File: src/design/shell_line_tokenizer_unit_defines.svh
// assertion macros for the shell line tokenizer
`ifndef SHELL_LINE_TOKENIZER_UNIT_DEFINES_SVH
`define SHELL_LINE_TOKENIZER_UNIT_DEFINES_SVH

// same-cycle implication, quiet while reset is held
`define SLT_ASSERT_NOW(lbl, ante, cons, msg) \
    lbl: assert property (@(posedge i_clk) disable iff (!i_rst_n) (ante) |-> (cons)) \
        else $error(msg);

// next-cycle implication, quiet while reset is held
`define SLT_ASSERT_NEXT(lbl, ante, cons, msg) \
    lbl: assert property (@(posedge i_clk) disable iff (!i_rst_n) (ante) |=> (cons)) \
        else $error(msg);

`endif

File: src/design/slt_pkg.sv
`default_nettype none

package slt_pkg;

    // quote stack
    localparam int STACK_DEPTH = 16;
    localparam int SD_IW       = (STACK_DEPTH > 1) ? $clog2(STACK_DEPTH) : 1;
    localparam int SD_DW       = $clog2(STACK_DEPTH + 1);

    // results one input can cause
    localparam int MAX_RES = 4;

    // fixed characters
    localparam logic [7:0] CH_SQUOTE = 8'h27;
    localparam logic [7:0] CH_DQUOTE = 8'h22;
    localparam logic [7:0] CH_NL     = 8'h0A;

    // register reset values
    localparam logic [31:0] RST_DELIM_CHARS = 32'd2336;
    localparam logic [2:0]  RST_DELIM_COUNT = 3'd2;
    localparam logic [7:0]  RST_ESCAPE      = 8'd92;
    localparam logic [7:0]  RST_COMMAND     = 8'd59;
    localparam logic [7:0]  RST_OR          = 8'd124;
    localparam logic [7:0]  RST_AND         = 8'd38;
    localparam logic [7:0]  RST_COMMENT     = 8'd35;
    localparam logic [2:0]  MAX_DELIMS      = 3'd4;

    typedef enum logic [2:0] {
        REG_DELIM_CHARS = 3'd0,
        REG_DELIM_COUNT = 3'd1,
        REG_ESCAPE      = 3'd2,
        REG_COMMAND     = 3'd3,
        REG_OR          = 3'd4,
        REG_AND         = 3'd5,
        REG_COMMENT     = 3'd6
    } t_cfg_reg;

    typedef enum logic [1:0] {
        KIND_CHAR = 2'd0,
        KIND_END  = 2'd1,
        KIND_LINE = 2'd2
    } t_kind;

    typedef enum logic [1:0] {
        Q_SINGLE  = 2'd1,
        Q_DOUBLE  = 2'd2,
        Q_ESCAPED = 2'd3
    } t_quote;

    typedef enum logic [1:0] {
        PEND_NONE = 2'd0,
        PEND_OR   = 2'd1,
        PEND_AND  = 2'd2
    } t_pend;

    typedef struct packed {
        t_kind      kind;
        logic [7:0] chr;
        logic       ovf;
    } t_result;

    function automatic t_result f_res(t_kind kind, logic [7:0] c, logic ovf);
        t_result r;
        r.kind = kind;
        r.chr  = (kind == KIND_CHAR) ? c : 8'd0;
        r.ovf  = ovf;
        return r;
    endfunction

endpackage

`default_nettype wire

File: src/design/shell_line_tokenizer_unit.sv
`default_nettype none
// channel   | direction | handshake                  | payload
// ----------+-----------+----------------------------+----------------------------------
// in        | in        | i_in_valid / o_in_stall    | i_char_in, i_end_of_line
// out       | out       | o_out_valid / i_out_stall  | o_kind, o_char_out,
//           |           |                            | o_nesting_overflow, o_last
// cfg       | in        | i_cfg_valid / o_cfg_ready  | i_cfg_index, i_cfg_data
//
// one input byte per cycle enters the input register while o_in_stall is low; its
// results (zero to four) are built from it and loaded into the result list once the list is free
// the result list drains one result per cycle while i_out_stall is low; a byte's results
// leave in order with o_last on the final one; unstalled bytes causing one result flow at one per cycle
// reset is synchronous, active low, and skips the quote stack; cfg writes are always accepted and registered
// an output stall backs up into the input register, then into o_in_stall
`include "shell_line_tokenizer_unit_defines.svh"

module shell_line_tokenizer_unit (
    input  wire logic        i_clk,
    input  wire logic        i_rst_n,

    input  wire logic        i_in_valid,
    output logic             o_in_stall,
    input  wire logic [7:0]  i_char_in,
    input  wire logic        i_end_of_line,

    output logic             o_out_valid,
    input  wire logic        i_out_stall,
    output logic [1:0]       o_kind,
    output logic [7:0]       o_char_out,
    output logic             o_nesting_overflow,
    output logic             o_last,

    input  wire logic        i_cfg_valid,
    output logic             o_cfg_ready,
    input  wire logic [2:0]  i_cfg_index,
    input  wire logic [31:0] i_cfg_data
);

    // configuration registers
    logic [31:0] r_delim_chars;
    logic [2:0]  r_delim_count;
    logic [7:0]  r_escape;
    logic [7:0]  r_command;
    logic [7:0]  r_or;
    logic [7:0]  r_and;
    logic [7:0]  r_comment;

    // input register
    logic        r_in_vld;
    logic [7:0]  r_in_char;
    logic        r_in_eol;

    // tokenizer state
    slt_pkg::t_quote               r_stack [slt_pkg::STACK_DEPTH];
    logic [slt_pkg::SD_DW-1:0]     r_depth;
    logic                          r_tok;
    slt_pkg::t_pend                r_pend;
    logic                          r_comm;
    logic                          r_ovf;

    // result list
    slt_pkg::t_result              r_res [slt_pkg::MAX_RES];
    logic [2:0]                    r_cnt;
    logic [1:0]                    r_idx;

    // next values
    slt_pkg::t_result              n_res [slt_pkg::MAX_RES];
    logic [2:0]                    n_cnt;
    logic [slt_pkg::SD_DW-1:0]     n_depth;
    logic                          n_tok;
    slt_pkg::t_pend                n_pend;
    logic                          n_comm;
    logic                          n_ovf;
    logic                          n_push;
    slt_pkg::t_quote               n_push_q;

    // handshake
    logic in_acc;
    logic out_take;
    logic out_last;
    logic list_free;
    logic load;

    assign o_cfg_ready = 1'b1;

    assign o_out_valid = (r_cnt != 3'd0);
    assign out_last    = (3'({1'b0, r_idx}) == (r_cnt - 3'd1));
    assign out_take    = o_out_valid && !i_out_stall;
    // list can take a new batch when empty or when its final result leaves now
    assign list_free   = !o_out_valid || (out_take && out_last);
    assign load        = r_in_vld && list_free;
    assign o_in_stall  = r_in_vld && !load;
    assign in_acc      = i_in_valid && !o_in_stall;

    assign o_kind             = r_res[r_idx].kind;
    assign o_char_out         = r_res[r_idx].chr;
    assign o_nesting_overflow = r_res[r_idx].ovf;
    assign o_last             = out_last;

    // per-byte tokenizer step
    logic                      is_delim;
    logic [2:0]                delim_n;
    logic                      joins;
    logic                      skip;
    logic                      tokch;
    logic                      push_req;
    slt_pkg::t_quote           push_q;
    logic                      pop;
    slt_pkg::t_quote           top;
    logic [7:0]                c;

    always_comb begin
        c       = r_in_char;
        delim_n = (r_delim_count > slt_pkg::MAX_DELIMS) ? slt_pkg::MAX_DELIMS : r_delim_count;
        is_delim = 1'b0;
        for (int i = 0; i < 4; i++) begin
            if ((3'(i) < delim_n) && (r_delim_chars[8*i +: 8] == c)) begin
                is_delim = 1'b1;
            end
        end
        // top of stack, only meaningful when depth is nonzero
        top = r_stack[slt_pkg::SD_IW'(r_depth - slt_pkg::SD_DW'(1))];
    end

    always_comb begin
        for (int i = 0; i < slt_pkg::MAX_RES; i++) begin
            n_res[i] = '0;
        end
        n_cnt    = 3'd0;
        n_depth  = r_depth;
        n_tok    = r_tok;
        n_pend   = r_pend;
        n_comm   = r_comm;
        n_ovf    = r_ovf;
        n_push   = 1'b0;
        n_push_q = slt_pkg::Q_SINGLE;
        joins    = 1'b0;
        skip     = 1'b0;
        tokch    = 1'b0;
        push_req = 1'b0;
        push_q   = slt_pkg::Q_SINGLE;
        pop      = 1'b0;

        if (!r_comm) begin
            // a pending operator first tries to join with this byte
            if (r_pend != slt_pkg::PEND_NONE) begin
                joins  = (c == r_and) || ((r_pend == slt_pkg::PEND_OR) && (c == r_or));
                n_pend = slt_pkg::PEND_NONE;
                if (joins) begin
                    n_res[n_cnt[1:0]] = slt_pkg::f_res(slt_pkg::KIND_CHAR, c, n_ovf);
                    n_cnt = n_cnt + 3'd1;
                    n_res[n_cnt[1:0]] = slt_pkg::f_res(slt_pkg::KIND_END, 8'd0, n_ovf);
                    n_cnt = n_cnt + 3'd1;
                    n_tok = 1'b0;
                    skip  = 1'b1;
                end else if (n_tok) begin
                    n_res[n_cnt[1:0]] = slt_pkg::f_res(slt_pkg::KIND_END, 8'd0, n_ovf);
                    n_cnt = n_cnt + 3'd1;
                    n_tok = 1'b0;
                end
            end

            if (!skip) begin
                if (r_depth == '0) begin
                    // outside quotes
                    if (is_delim) begin
                        if (n_tok) begin
                            n_res[n_cnt[1:0]] = slt_pkg::f_res(slt_pkg::KIND_END, 8'd0, n_ovf);
                            n_cnt = n_cnt + 3'd1;
                            n_tok = 1'b0;
                        end
                    end else if (c == slt_pkg::CH_SQUOTE) begin
                        push_req = 1'b1;
                        push_q   = slt_pkg::Q_SINGLE;
                        tokch    = 1'b1;
                    end else if (c == slt_pkg::CH_DQUOTE) begin
                        push_req = 1'b1;
                        push_q   = slt_pkg::Q_DOUBLE;
                        tokch    = 1'b1;
                    end else if (c == r_escape) begin
                        push_req = 1'b1;
                        push_q   = slt_pkg::Q_ESCAPED;
                        tokch    = 1'b1;
                    end else if ((c == slt_pkg::CH_NL) || (c == r_command)) begin
                        // separator is a token of its own
                        if (n_tok) begin
                            n_res[n_cnt[1:0]] = slt_pkg::f_res(slt_pkg::KIND_END, 8'd0, n_ovf);
                            n_cnt = n_cnt + 3'd1;
                            n_tok = 1'b0;
                        end
                        n_res[n_cnt[1:0]] = slt_pkg::f_res(slt_pkg::KIND_CHAR, c, n_ovf);
                        n_cnt = n_cnt + 3'd1;
                        n_res[n_cnt[1:0]] = slt_pkg::f_res(slt_pkg::KIND_END, 8'd0, n_ovf);
                        n_cnt = n_cnt + 3'd1;
                    end else if ((c == r_or) || (c == r_and)) begin
                        if (n_tok) begin
                            n_res[n_cnt[1:0]] = slt_pkg::f_res(slt_pkg::KIND_END, 8'd0, n_ovf);
                            n_cnt = n_cnt + 3'd1;
                            n_tok = 1'b0;
                        end
                        tokch  = 1'b1;
                        n_pend = (c == r_or) ? slt_pkg::PEND_OR : slt_pkg::PEND_AND;
                    end else if (c == r_comment) begin
                        if (n_tok) begin
                            n_res[n_cnt[1:0]] = slt_pkg::f_res(slt_pkg::KIND_END, 8'd0, n_ovf);
                            n_cnt = n_cnt + 3'd1;
                            n_tok = 1'b0;
                        end
                        n_comm = 1'b1;
                    end else begin
                        tokch = 1'b1;
                    end
                end else begin
                    // inside quotes: everything is a token character
                    tokch = 1'b1;
                    if (top == slt_pkg::Q_ESCAPED) begin
                        pop = 1'b1;
                    end else if (c == slt_pkg::CH_SQUOTE) begin
                        if (top == slt_pkg::Q_SINGLE) begin
                            pop = 1'b1;
                        end else begin
                            push_req = 1'b1;
                            push_q   = slt_pkg::Q_SINGLE;
                        end
                    end else if (c == slt_pkg::CH_DQUOTE) begin
                        if (top == slt_pkg::Q_DOUBLE) begin
                            pop = 1'b1;
                        end else begin
                            push_req = 1'b1;
                            push_q   = slt_pkg::Q_DOUBLE;
                        end
                    end else if (c == r_escape) begin
                        push_req = 1'b1;
                        push_q   = slt_pkg::Q_ESCAPED;
                    end
                end

                // stack full: push is dropped and the sticky flag set
                if (push_req) begin
                    if (r_depth >= slt_pkg::SD_DW'(slt_pkg::STACK_DEPTH)) begin
                        n_ovf = 1'b1;
                    end else begin
                        n_push   = 1'b1;
                        n_push_q = push_q;
                        n_depth  = r_depth + slt_pkg::SD_DW'(1);
                    end
                end
                if (pop) begin
                    n_depth = r_depth - slt_pkg::SD_DW'(1);
                end
                if (tokch) begin
                    n_res[n_cnt[1:0]] = slt_pkg::f_res(slt_pkg::KIND_CHAR, c, n_ovf);
                    n_cnt = n_cnt + 3'd1;
                    n_tok = 1'b1;
                end
            end
        end

        // end of line closes the token, reports, and clears state
        if (r_in_eol) begin
            if (n_tok) begin
                n_res[n_cnt[1:0]] = slt_pkg::f_res(slt_pkg::KIND_END, 8'd0, n_ovf);
                n_cnt = n_cnt + 3'd1;
            end
            n_res[n_cnt[1:0]] = slt_pkg::f_res(slt_pkg::KIND_LINE, 8'd0, n_ovf);
            n_cnt   = n_cnt + 3'd1;
            n_depth = '0;
            n_tok   = 1'b0;
            n_pend  = slt_pkg::PEND_NONE;
            n_comm  = 1'b0;
            n_ovf   = 1'b0;
        end
    end

    // control state
    always_ff @(posedge i_clk) begin
        if (!i_rst_n) begin
            r_delim_chars <= slt_pkg::RST_DELIM_CHARS;
            r_delim_count <= slt_pkg::RST_DELIM_COUNT;
            r_escape      <= slt_pkg::RST_ESCAPE;
            r_command     <= slt_pkg::RST_COMMAND;
            r_or          <= slt_pkg::RST_OR;
            r_and         <= slt_pkg::RST_AND;
            r_comment     <= slt_pkg::RST_COMMENT;
            r_in_vld      <= 1'b0;
            r_depth       <= '0;
            r_tok         <= 1'b0;
            r_pend        <= slt_pkg::PEND_NONE;
            r_comm        <= 1'b0;
            r_ovf         <= 1'b0;
            r_cnt         <= 3'd0;
            r_idx         <= 2'd0;
        end else begin
            if (i_cfg_valid && o_cfg_ready) begin
                case (slt_pkg::t_cfg_reg'(i_cfg_index))
                    slt_pkg::REG_DELIM_CHARS: r_delim_chars <= i_cfg_data;
                    slt_pkg::REG_DELIM_COUNT: r_delim_count <= i_cfg_data[2:0];
                    slt_pkg::REG_ESCAPE:      r_escape      <= i_cfg_data[7:0];
                    slt_pkg::REG_COMMAND:     r_command     <= i_cfg_data[7:0];
                    slt_pkg::REG_OR:          r_or          <= i_cfg_data[7:0];
                    slt_pkg::REG_AND:         r_and         <= i_cfg_data[7:0];
                    slt_pkg::REG_COMMENT:     r_comment     <= i_cfg_data[7:0];
                    default: begin
                    end
                endcase
            end

            r_in_vld <= in_acc || (r_in_vld && !load);

            if (load) begin
                r_depth <= n_depth;
                r_tok   <= n_tok;
                r_pend  <= n_pend;
                r_comm  <= n_comm;
                r_ovf   <= n_ovf;
                r_cnt   <= n_cnt;
                r_idx   <= 2'd0;
            end else if (out_take) begin
                if (out_last) begin
                    r_cnt <= 3'd0;
                end else begin
                    r_idx <= r_idx + 2'd1;
                end
            end
        end
    end

    // payload registers
    always_ff @(posedge i_clk) begin
        if (in_acc) begin
            r_in_char <= i_char_in;
            r_in_eol  <= i_end_of_line;
        end
        if (load) begin
            r_res <= n_res;
        end
    end

    // quote stack, contents undefined until pushed
    always_ff @(posedge i_clk) begin
        if (load && n_push) begin
            r_stack[slt_pkg::SD_IW'(r_depth)] <= n_push_q;
        end
    end

    `SLT_ASSERT_NOW(a_depth_bound, 1'b1,
        r_depth <= slt_pkg::SD_DW'(slt_pkg::STACK_DEPTH), "quote stack depth out of range")

    `SLT_ASSERT_NOW(a_idx_in_list, o_out_valid,
        (3'({1'b0, r_idx}) < r_cnt) && (r_cnt <= 3'(slt_pkg::MAX_RES)), "result index past list")

    `SLT_ASSERT_NOW(a_line_is_last, o_out_valid && (o_kind == slt_pkg::KIND_LINE),
        o_last, "line finished result is not the final one")

    `SLT_ASSERT_NEXT(a_eol_clears, load && r_in_eol,
        (r_depth == '0) && !r_tok && !r_comm && !r_ovf && (r_pend == slt_pkg::PEND_NONE),
        "state not cleared after end of line")

    `SLT_ASSERT_NOW(a_stall_hold, r_in_vld && o_out_valid && i_out_stall,
        o_in_stall, "input taken while results are blocked")

endmodule

`default_nettype wire
File: config.mk
export PLATFORM = sky130hd
export DESIGN_NAME = shell_line_tokenizer_unit
export DESIGN_NICKNAME = d
export VERILOG_FILES = /design/src/design/slt_pkg.sv /design/src/design/shell_line_tokenizer_unit.sv
export VERILOG_INCLUDE_DIRS = /design/src /design/src/design
export SDC_FILE = /design/constraint.sdc
export NUM_CORES = 1
export LEC_CHECK = 0
export BUFFER_PORTS_ARGS = -buffer_cell sky130_fd_sc_hd__buf_2
export CORE_MARGIN = 2
export CORE_UTILIZATION = 45
export DETAILED_ROUTE_END_ITERATION = 10
export GPL_TIMING_DRIVEN = 0
export SETUP_SLACK_MARGIN = 0.1
export SLEW_MARGIN = 20
export SYNTH_ARGS = -nofsm -noshare
export SYNTH_HDL_FRONTEND = slang
export SYNTH_SLANG_ARGS = --single-unit
File: constraint.sdc
create_clock -name i_clk -period 7.98 [get_ports i_clk]
set_input_delay 1.596 -clock i_clk [delete_from_list [all_inputs] [get_ports i_clk]]
set_output_delay 1.596 -clock i_clk [all_outputs]
set_load 0.01 [all_outputs]
# Word-level counts from Yosys, hierarchy flattened
# Memories as Yosys holds them, arrays and structs flattened.
# Cells that the tools add are included.
op_classes:
  muxes: 190
  magnitude_cmp: 19
  bitwise_logic: 9
  n_reduce_logical: 45
  add_sub_neg: 10
  eq_ne: 26
ops:
  columns: ["cell", "n"]
  rows:
  - ["44-bit 2-to-1 mux", 25]
  - ["44-bit bitwise mux", 6]
  - ["11-bit demux with 2-bit select", 6]
  - ["3-bit 2-to-1 mux", 30]
  - ["11-bit 2-to-1 mux", 8]
  - ["1-bit 2-to-1 mux", 76]
  - ["8-bit equality test", 9]
  - ["2-bit 2-to-1 mux", 27]
  - ["10-bit 2-to-1 mux", 3]
  - ["5-bit 2-to-1 mux", 6]
  - ["11-bit binary-select mux with 2-bit select", 1]
  - ["22-bit 2-to-1 mux", 1]
  - ["3-bit greater-or-equal comparator (second input constant)", 7]
  - ["21-bit 2-to-1 mux", 1]
  - ["2-bit NOT with 3-bit output", 7]
  - ["2-bit AND reduction", 10]
  - ["3-bit by 1-bit adder with 3-bit output (second input constant)", 6]
  - ["3-bit by 1-bit less-than comparator with 1-bit output (second input constant)", 6]
  - ["1-bit logical AND", 17]
  - ["8-bit by 6-bit equality test with 1-bit output (second input constant)", 2]
  - ["3-bit equality test (second input constant)", 3]
  - ["8-bit by 4-bit equality test with 1-bit output (second input constant)", 1]
  - ["3-bit by 2-bit equality test with 1-bit output (second input constant)", 2]
  - ["1-bit by 3-bit less-than comparator with 1-bit output (first input constant)", 2]
  - ["22 further kinds", 37]
totals:
  memories: 1
  reg_bits: 144
  in_bits: 49
  mem_bits_rw: 32
memory_table:
  columns: ["name", "words", "word_bits", "rd", "rd_clocked_by_memory_dff", "write_ports", "line_no", "source"]
  rows:
  - ["r_stack", 16, 2, 1, 0, 1, "shell_line_tokenizer_unit.sv:54", "slt_pkg::t_quote r_stack [slt_pkg::STACK_DEPTH];"]

# Longest topological paths before layout
depth:
  word_depth: 40
  depth_mapped: 28
  mapped_depth_nobuf: 27

# Least setup slack after synthesis
# Ideal clock, no wire load.
synth_path:
  path_type: "reg-to-reg"
  from: "register r_in_char[7], in the netlist c[7]"
  to: "register r_cnt[2]"
  path_stages_with_launch: 29
  setup_ns: 0.117
  arrival_ns: 5.972
  path_buffers: 1
  required_time_ns: 7.863
  slack_ns: 1.891
  path_cell_list: "edfxtp_1 > buf_2 > xor2_1 > nor4_1 > nand2_1 > a21o_1 > nand3_1 > inv_1 > ha_1 > or2_2 > a311o_1 > o41a_1 > o211ai_1 > o21ai_0 > ha_1 > inv_1 > mux2_2 > nor2_1 > or2_2 > ha_1 > a21boi_0 > a211o_1 > ha_1 > and2_1 > and2_1 > mux2_2 > o311a_1 > mux2i_1 > nand2_1"
synth_via:
  elab_chain_len: 36
  word_cells_on_any_way: 83
synth_lines:
  columns: ["element", "line_no", "source"]
  rows:
  - ["start: declaration", "shell_line_tokenizer_unit.sv:50", "logic [7:0] r_in_char;"]
  - ["start signal: assignment", "shell_line_tokenizer_unit.sv:331", "r_in_char <= i_char_in;"]
  - ["8-bit equality test", "shell_line_tokenizer_unit.sv:147, shell_line_tokenizer_unit.sv:195", null]
  - ["1-bit logical AND", "shell_line_tokenizer_unit.sv:147", "joins = (c == r_and) || ((r_pend == slt_pkg::PEND_OR) && (c == r_or));"]
  - ["1-bit logical OR", "shell_line_tokenizer_unit.sv:147", null]
  - ["2-bit 2-to-1 mux", "shell_line_tokenizer_unit.sv:149", "if (joins) begin"]
  - ["2-bit 2-to-1 mux", "shell_line_tokenizer_unit.sv:146", "if (r_pend != slt_pkg::PEND_NONE) begin"]
  - ["3-bit 2-to-1 mux", "shell_line_tokenizer_unit.sv:144", "if (!r_comm) begin"]
  - ["3-bit by 1-bit adder with 3-bit output", null, null]
  - ["3-bit 2-to-1 mux", null, null]
  - ["[... 20 more ...]", null, null]
  - ["3-bit 2-to-1 mux", "shell_line_tokenizer_unit.sv:163", "if (!skip) begin"]
  - ["3-bit 2-to-1 mux", "shell_line_tokenizer_unit.sv:144", null]
  - ["3-bit by 1-bit adder with 3-bit output", "shell_line_tokenizer_unit.sv:263", "n_cnt = n_cnt + 3'd1;"]
  - ["3-bit 2-to-1 mux", "shell_line_tokenizer_unit.sv:261", "if (n_tok) begin"]
  - ["3-bit 2-to-1 mux", "shell_line_tokenizer_unit.sv:260", "if (r_in_eol) begin"]
  - ["3-bit by 1-bit adder with 3-bit output", "shell_line_tokenizer_unit.sv:266", "n_cnt = n_cnt + 3'd1;"]
  - ["3-bit 2-to-1 mux *", "shell_line_tokenizer_unit.sv:260", null]
  - ["3-bit 2-to-1 mux *", "shell_line_tokenizer_unit.sv:310", "if (load) begin"]
  - ["end signal: assignment", "shell_line_tokenizer_unit.sv:316", "r_cnt <= n_cnt;"]
  - ["end: declaration", "shell_line_tokenizer_unit.sv:63", "logic [2:0] r_cnt;"]
# Every way passes the cells marked *; elsewhere a longest branch is shown, timed or not. The select of a mux whose other input is x is not followed.
# A chain may end at the register's enable or synchronous reset.

# Worst setup path after layout
layout_path:
  from: "register r_in_char[6], in the netlist c[6]"
  to: "register r_cnt[2]"
# The elaborated chain is that of the path after synthesis.

==> reports/qor.csv <==
stage,metric,value,unit
placed_design,placed cell area,10200,um^2
timing,Fmax achieved,134,MHz
routing,initial drt markers,552,
timing,final hold vios,0,
synth,Synth Instances,971,
synth,count of different cell masters after synthesis,77,
synth,register area share after synthesis,46.1,%
synth,commonest cells in the netlist,"nand2_1, dfxtp_1, edfxtp_1, xor2_1, nor2_1",
timing,Period minus WS final,7.45,ns
worst_setup_path,Crit. End Element,flop,
cts,H-tree lvl count,4,
synth,post-synthesis adder-cell area fraction,3.56,%
worst_setup_path,Worst Path Buf+Inv,3,
pwr,Clk pwr share,41.1,%
pwr,VDD IR max,0.000138,V
final_layout,post-route cell area,10800,um^2
hold_path,Hold Crit Class,reg -> reg,
synth,compound-cell area share of the yosys netlist,12.0,%
synth,"Net Count, Synth",1047,
worst_setup_path,"slowest stage delay, CP",0.65,ns
pwr,Internal,1.51,mW
timing,Final setup viols,0,
cts,Worst-path clk slew,0.08,ns
worst_setup_path,required time worst endpoint,8.30,ns
routing,routed vias/inst,5.52,
pwr,Psw,550,uW
pwr,Sw Ratio,26.6,%
synth,most common cell in the synthesized netlist,nand2_1,
placed_design,GP Congestion,0.933,
pwr,Flop pwr share,47.9,%
final_layout,Syn-to-layout area delta,13.6,%
grt,GRT Total Usage,24.1,%
worst_setup_path,Worst path most repeated cell,ha_1,
worst_setup_path,Crit Path Category,reg -> reg,
timing,slew margin rel.,28.9,%
final_layout,Ant. Diodes,0,
synth,Synth top area share,26.9,%
pwr,P per Cell Area,191,nW/um^2
grt,vias in the first global route,7404,
cts,clk_lat worst skew,0.44,ns
final_layout,share of cells above drive strength 1,14.9,%
pwr,Gate power share,11.1,%
cts,Max clock buf depth,2,
synth,syn_area_per_cell,9.78,um^2
cts,hold-fix buffers at CTS,0,
floorplanning,Die ar.,22300,um^2
routing,# DRC,0,
cts,Num Clock Sinks,176,
synth,Post-synth EDFFs,85,
routing,DR WL/cell,18.9,um
pwr,Power Total,2.06,mW
synth,mux cell area share after synthesis,6.43,%
synth,largest family of logic cells by synthesized area,simple AND/OR/NAND/NOR gates,
worst_setup_path,critical path arrival,7.77,ns
placed_design,PortBufs,61,
cts,"Setup Fix Bufs, Post-CTS",0,
final_layout,final core occ,51.6,%
worst_setup_path,CP Max Fanout,9,
routing,antenna-violating nets left,0,
floorplanning,initial core utilization,45.4,%
synth,main area contributors after synthesis,"edfxtp_1, dfxtp_1, nand2_1",
worst_setup_path,critical path's slowest cell,nor4_1,
floorplanning,CORE AREA,20900,um^2
floorplanning,Ports,64,
worst_setup_path,CP Launch Type,flop,
floorplanning,Site Rows,53,
synth,simple-gate portion of the synthesized area,20.6,%
synth,Most used DFF post-synth,dfxtp_1,
cts,Num CTS Buffers,17,
routing,final wirelength,25.4,mm
routing,first drt pass iteration count,5,
grt,initial antenna violation count,0,
timing,RSZ-0062 raised after global routing,no,
pwr,Leak,4.20,nW
cts,CTS tree,built,
timing,Min Hold Slack,0.474,ns
routing,DR vias,7400,
synth,Synth Area in XOR/XNOR,7.76,%
timing,Worst Skew,0.0119,ns
floorplanning,height of the chip,149,um
flow_run,maxcap violations,0,
timing,Final TNS setup,0,ns
synth,share of flip-flops with an asynchronous set or reset,0,%
cts,clk root buf,clkbuf_16,
timing,Tcrit/Tclk final,93.3,%
final_layout,Nets,1129,
synth,post-synth top area cell,edfxtp_1,
grt,Overflow after GRT,0,
floorplanning,chip width,149,um
grt,first-pass GRT wire length,40.8,mm
timing,"Slew Viols, Final",0,
placed_design,placed wire-length estimate,17.9,mm
synth,synthesis-stage register bit count,176,
worst_setup_path,"Largest delay share family, worst path",simple AND/OR/NAND/NOR gates,
run_status,status,"complete, no violations",
grt,largest net degree at the start of global routing,38,
synth,YS warnings,0,
timing,Slew @ Worst Pin,1.06,ns
synth,mapped cell area,9490,um^2
-- metrics by stage --
step                setup slack, ns  cells
global route                  0.145   1341
global placement              0.483   1307
detailed placement            0.403   1308
floorplan                      1.89    971
finish                        0.533   1341
CTS                           0.355   1340
-- flip-flops by register name (all words and copies together) (netlist names) --
register / cells
r_cnt: 3
r_delim_count: 3
r_escape: 8
r_comm: 1
r_res: 44
r_depth: 5
r_comment: 8
r_idx: 2
r_or: 8
c: 8
r_command: 8
r_tok: 1
r_delim_chars: 32
r_in_vld: 1
r_and: 8
r_ovf: 1
r_stack: 32
r_in_eol: 1
r_pend: 2
-- placed cells by master, fill, tap and decap left out, types with 19 or more instances in the layout --
master | synthesis | layout
nand2_1 | 191 | 191
dfxtp_1 | 91 | 91
edfxtp_1 | 85 | 85
buf_2 | 15 | 76
xor2_1 | 63 | 63
nor2_1 | 57 | 57
a21boi_0 | 53 | 53
nand3_1 | 40 | 40
clkbuf_1 | 30 | 31
and3_1 | 27 | 27
ha_1 | 27 | 27
and2_1 | 22 | 22
nor4_1 | 19 | 19
-- worst register-to-register path, delay by kind of cell, from the launching register on --
kind | cells | cell delay (ns)
DFF | 1 | 0.35
xor gates and xnor gates | 1 | 0.16
adders and majority gates | 4 | 1.35
muxes | 3 | 0.57
buffers and inverters | 3 | 0.37
AOI/OAI and AO/OA | 8 | 2.12
and+or+nand+nor | 9 | 2.42
-- power by group through the flow --
| stage | registers [mW] | clock network (mW) | logic [mW] |
|---|---|---|---|
| after detailed placement | 1.01 | 0 | 0.227 |
| after global placement | 1.01 | 0 | 0.223 |
| after floorplan | 1.00 | 0 | 0.149 |
| after global routing | 0.990 | 0.897 | 0.253 |
| final | 0.987 | 0.847 | 0.229 |
| after CTS | 0.987 | 0.859 | 0.228 |
-- path summary, 6_finish.rpt --
check                   start     endpoint  slack, ns  cells after the start
hold / removal    r_escape[7]  r_escape[7]       0.47                      2
hold reg to reg   r_escape[7]  r_escape[7]       0.47                      2
setup reg to reg         c[6]     r_cnt[2]       0.53                     28
setup / recovery         c[6]     r_cnt[2]       0.53                     28
-- cell families after synthesis --
family | Yosys count
simple gates | 417
flops | 176
compound gates | 155
xor+xnor | 82
buf+inv | 75
mux | 38
fa+ha+maj | 27
other cells | 1
-- layer usage --
metal | track usage, % | routed length [um] | vias up
li1 | - | - | 3591
met1 | 33.1 | 11700 | 3522
met2 | 37.9 | 11500 | 226
met3 | 4.62 | 1390 | 61
met4 | 8.86 | 780 | 0
met5 | 0 | 0 | -
-- area by class of cell --
cell class,instances,area (um^2)
Clock buffer,19,443
Multi-Input combinational cell,720,4810
Sequential cell,176,4370
Fill cell,2022,10100
Buffer,56,255
Timing Repair Buffer,63,333
Tap cell,275,344
Inverter,19,71.3
Clock inverter,13,149
-- timing repair --
item | 4_1_cts | 5_1_grt
gates resized for setup | 0 | 3
endpoints found under the hold margin | 0 | 0
endpoints found under the setup margin | 0 | 13
Note: power is estimated with default switching activity, not from simulation.
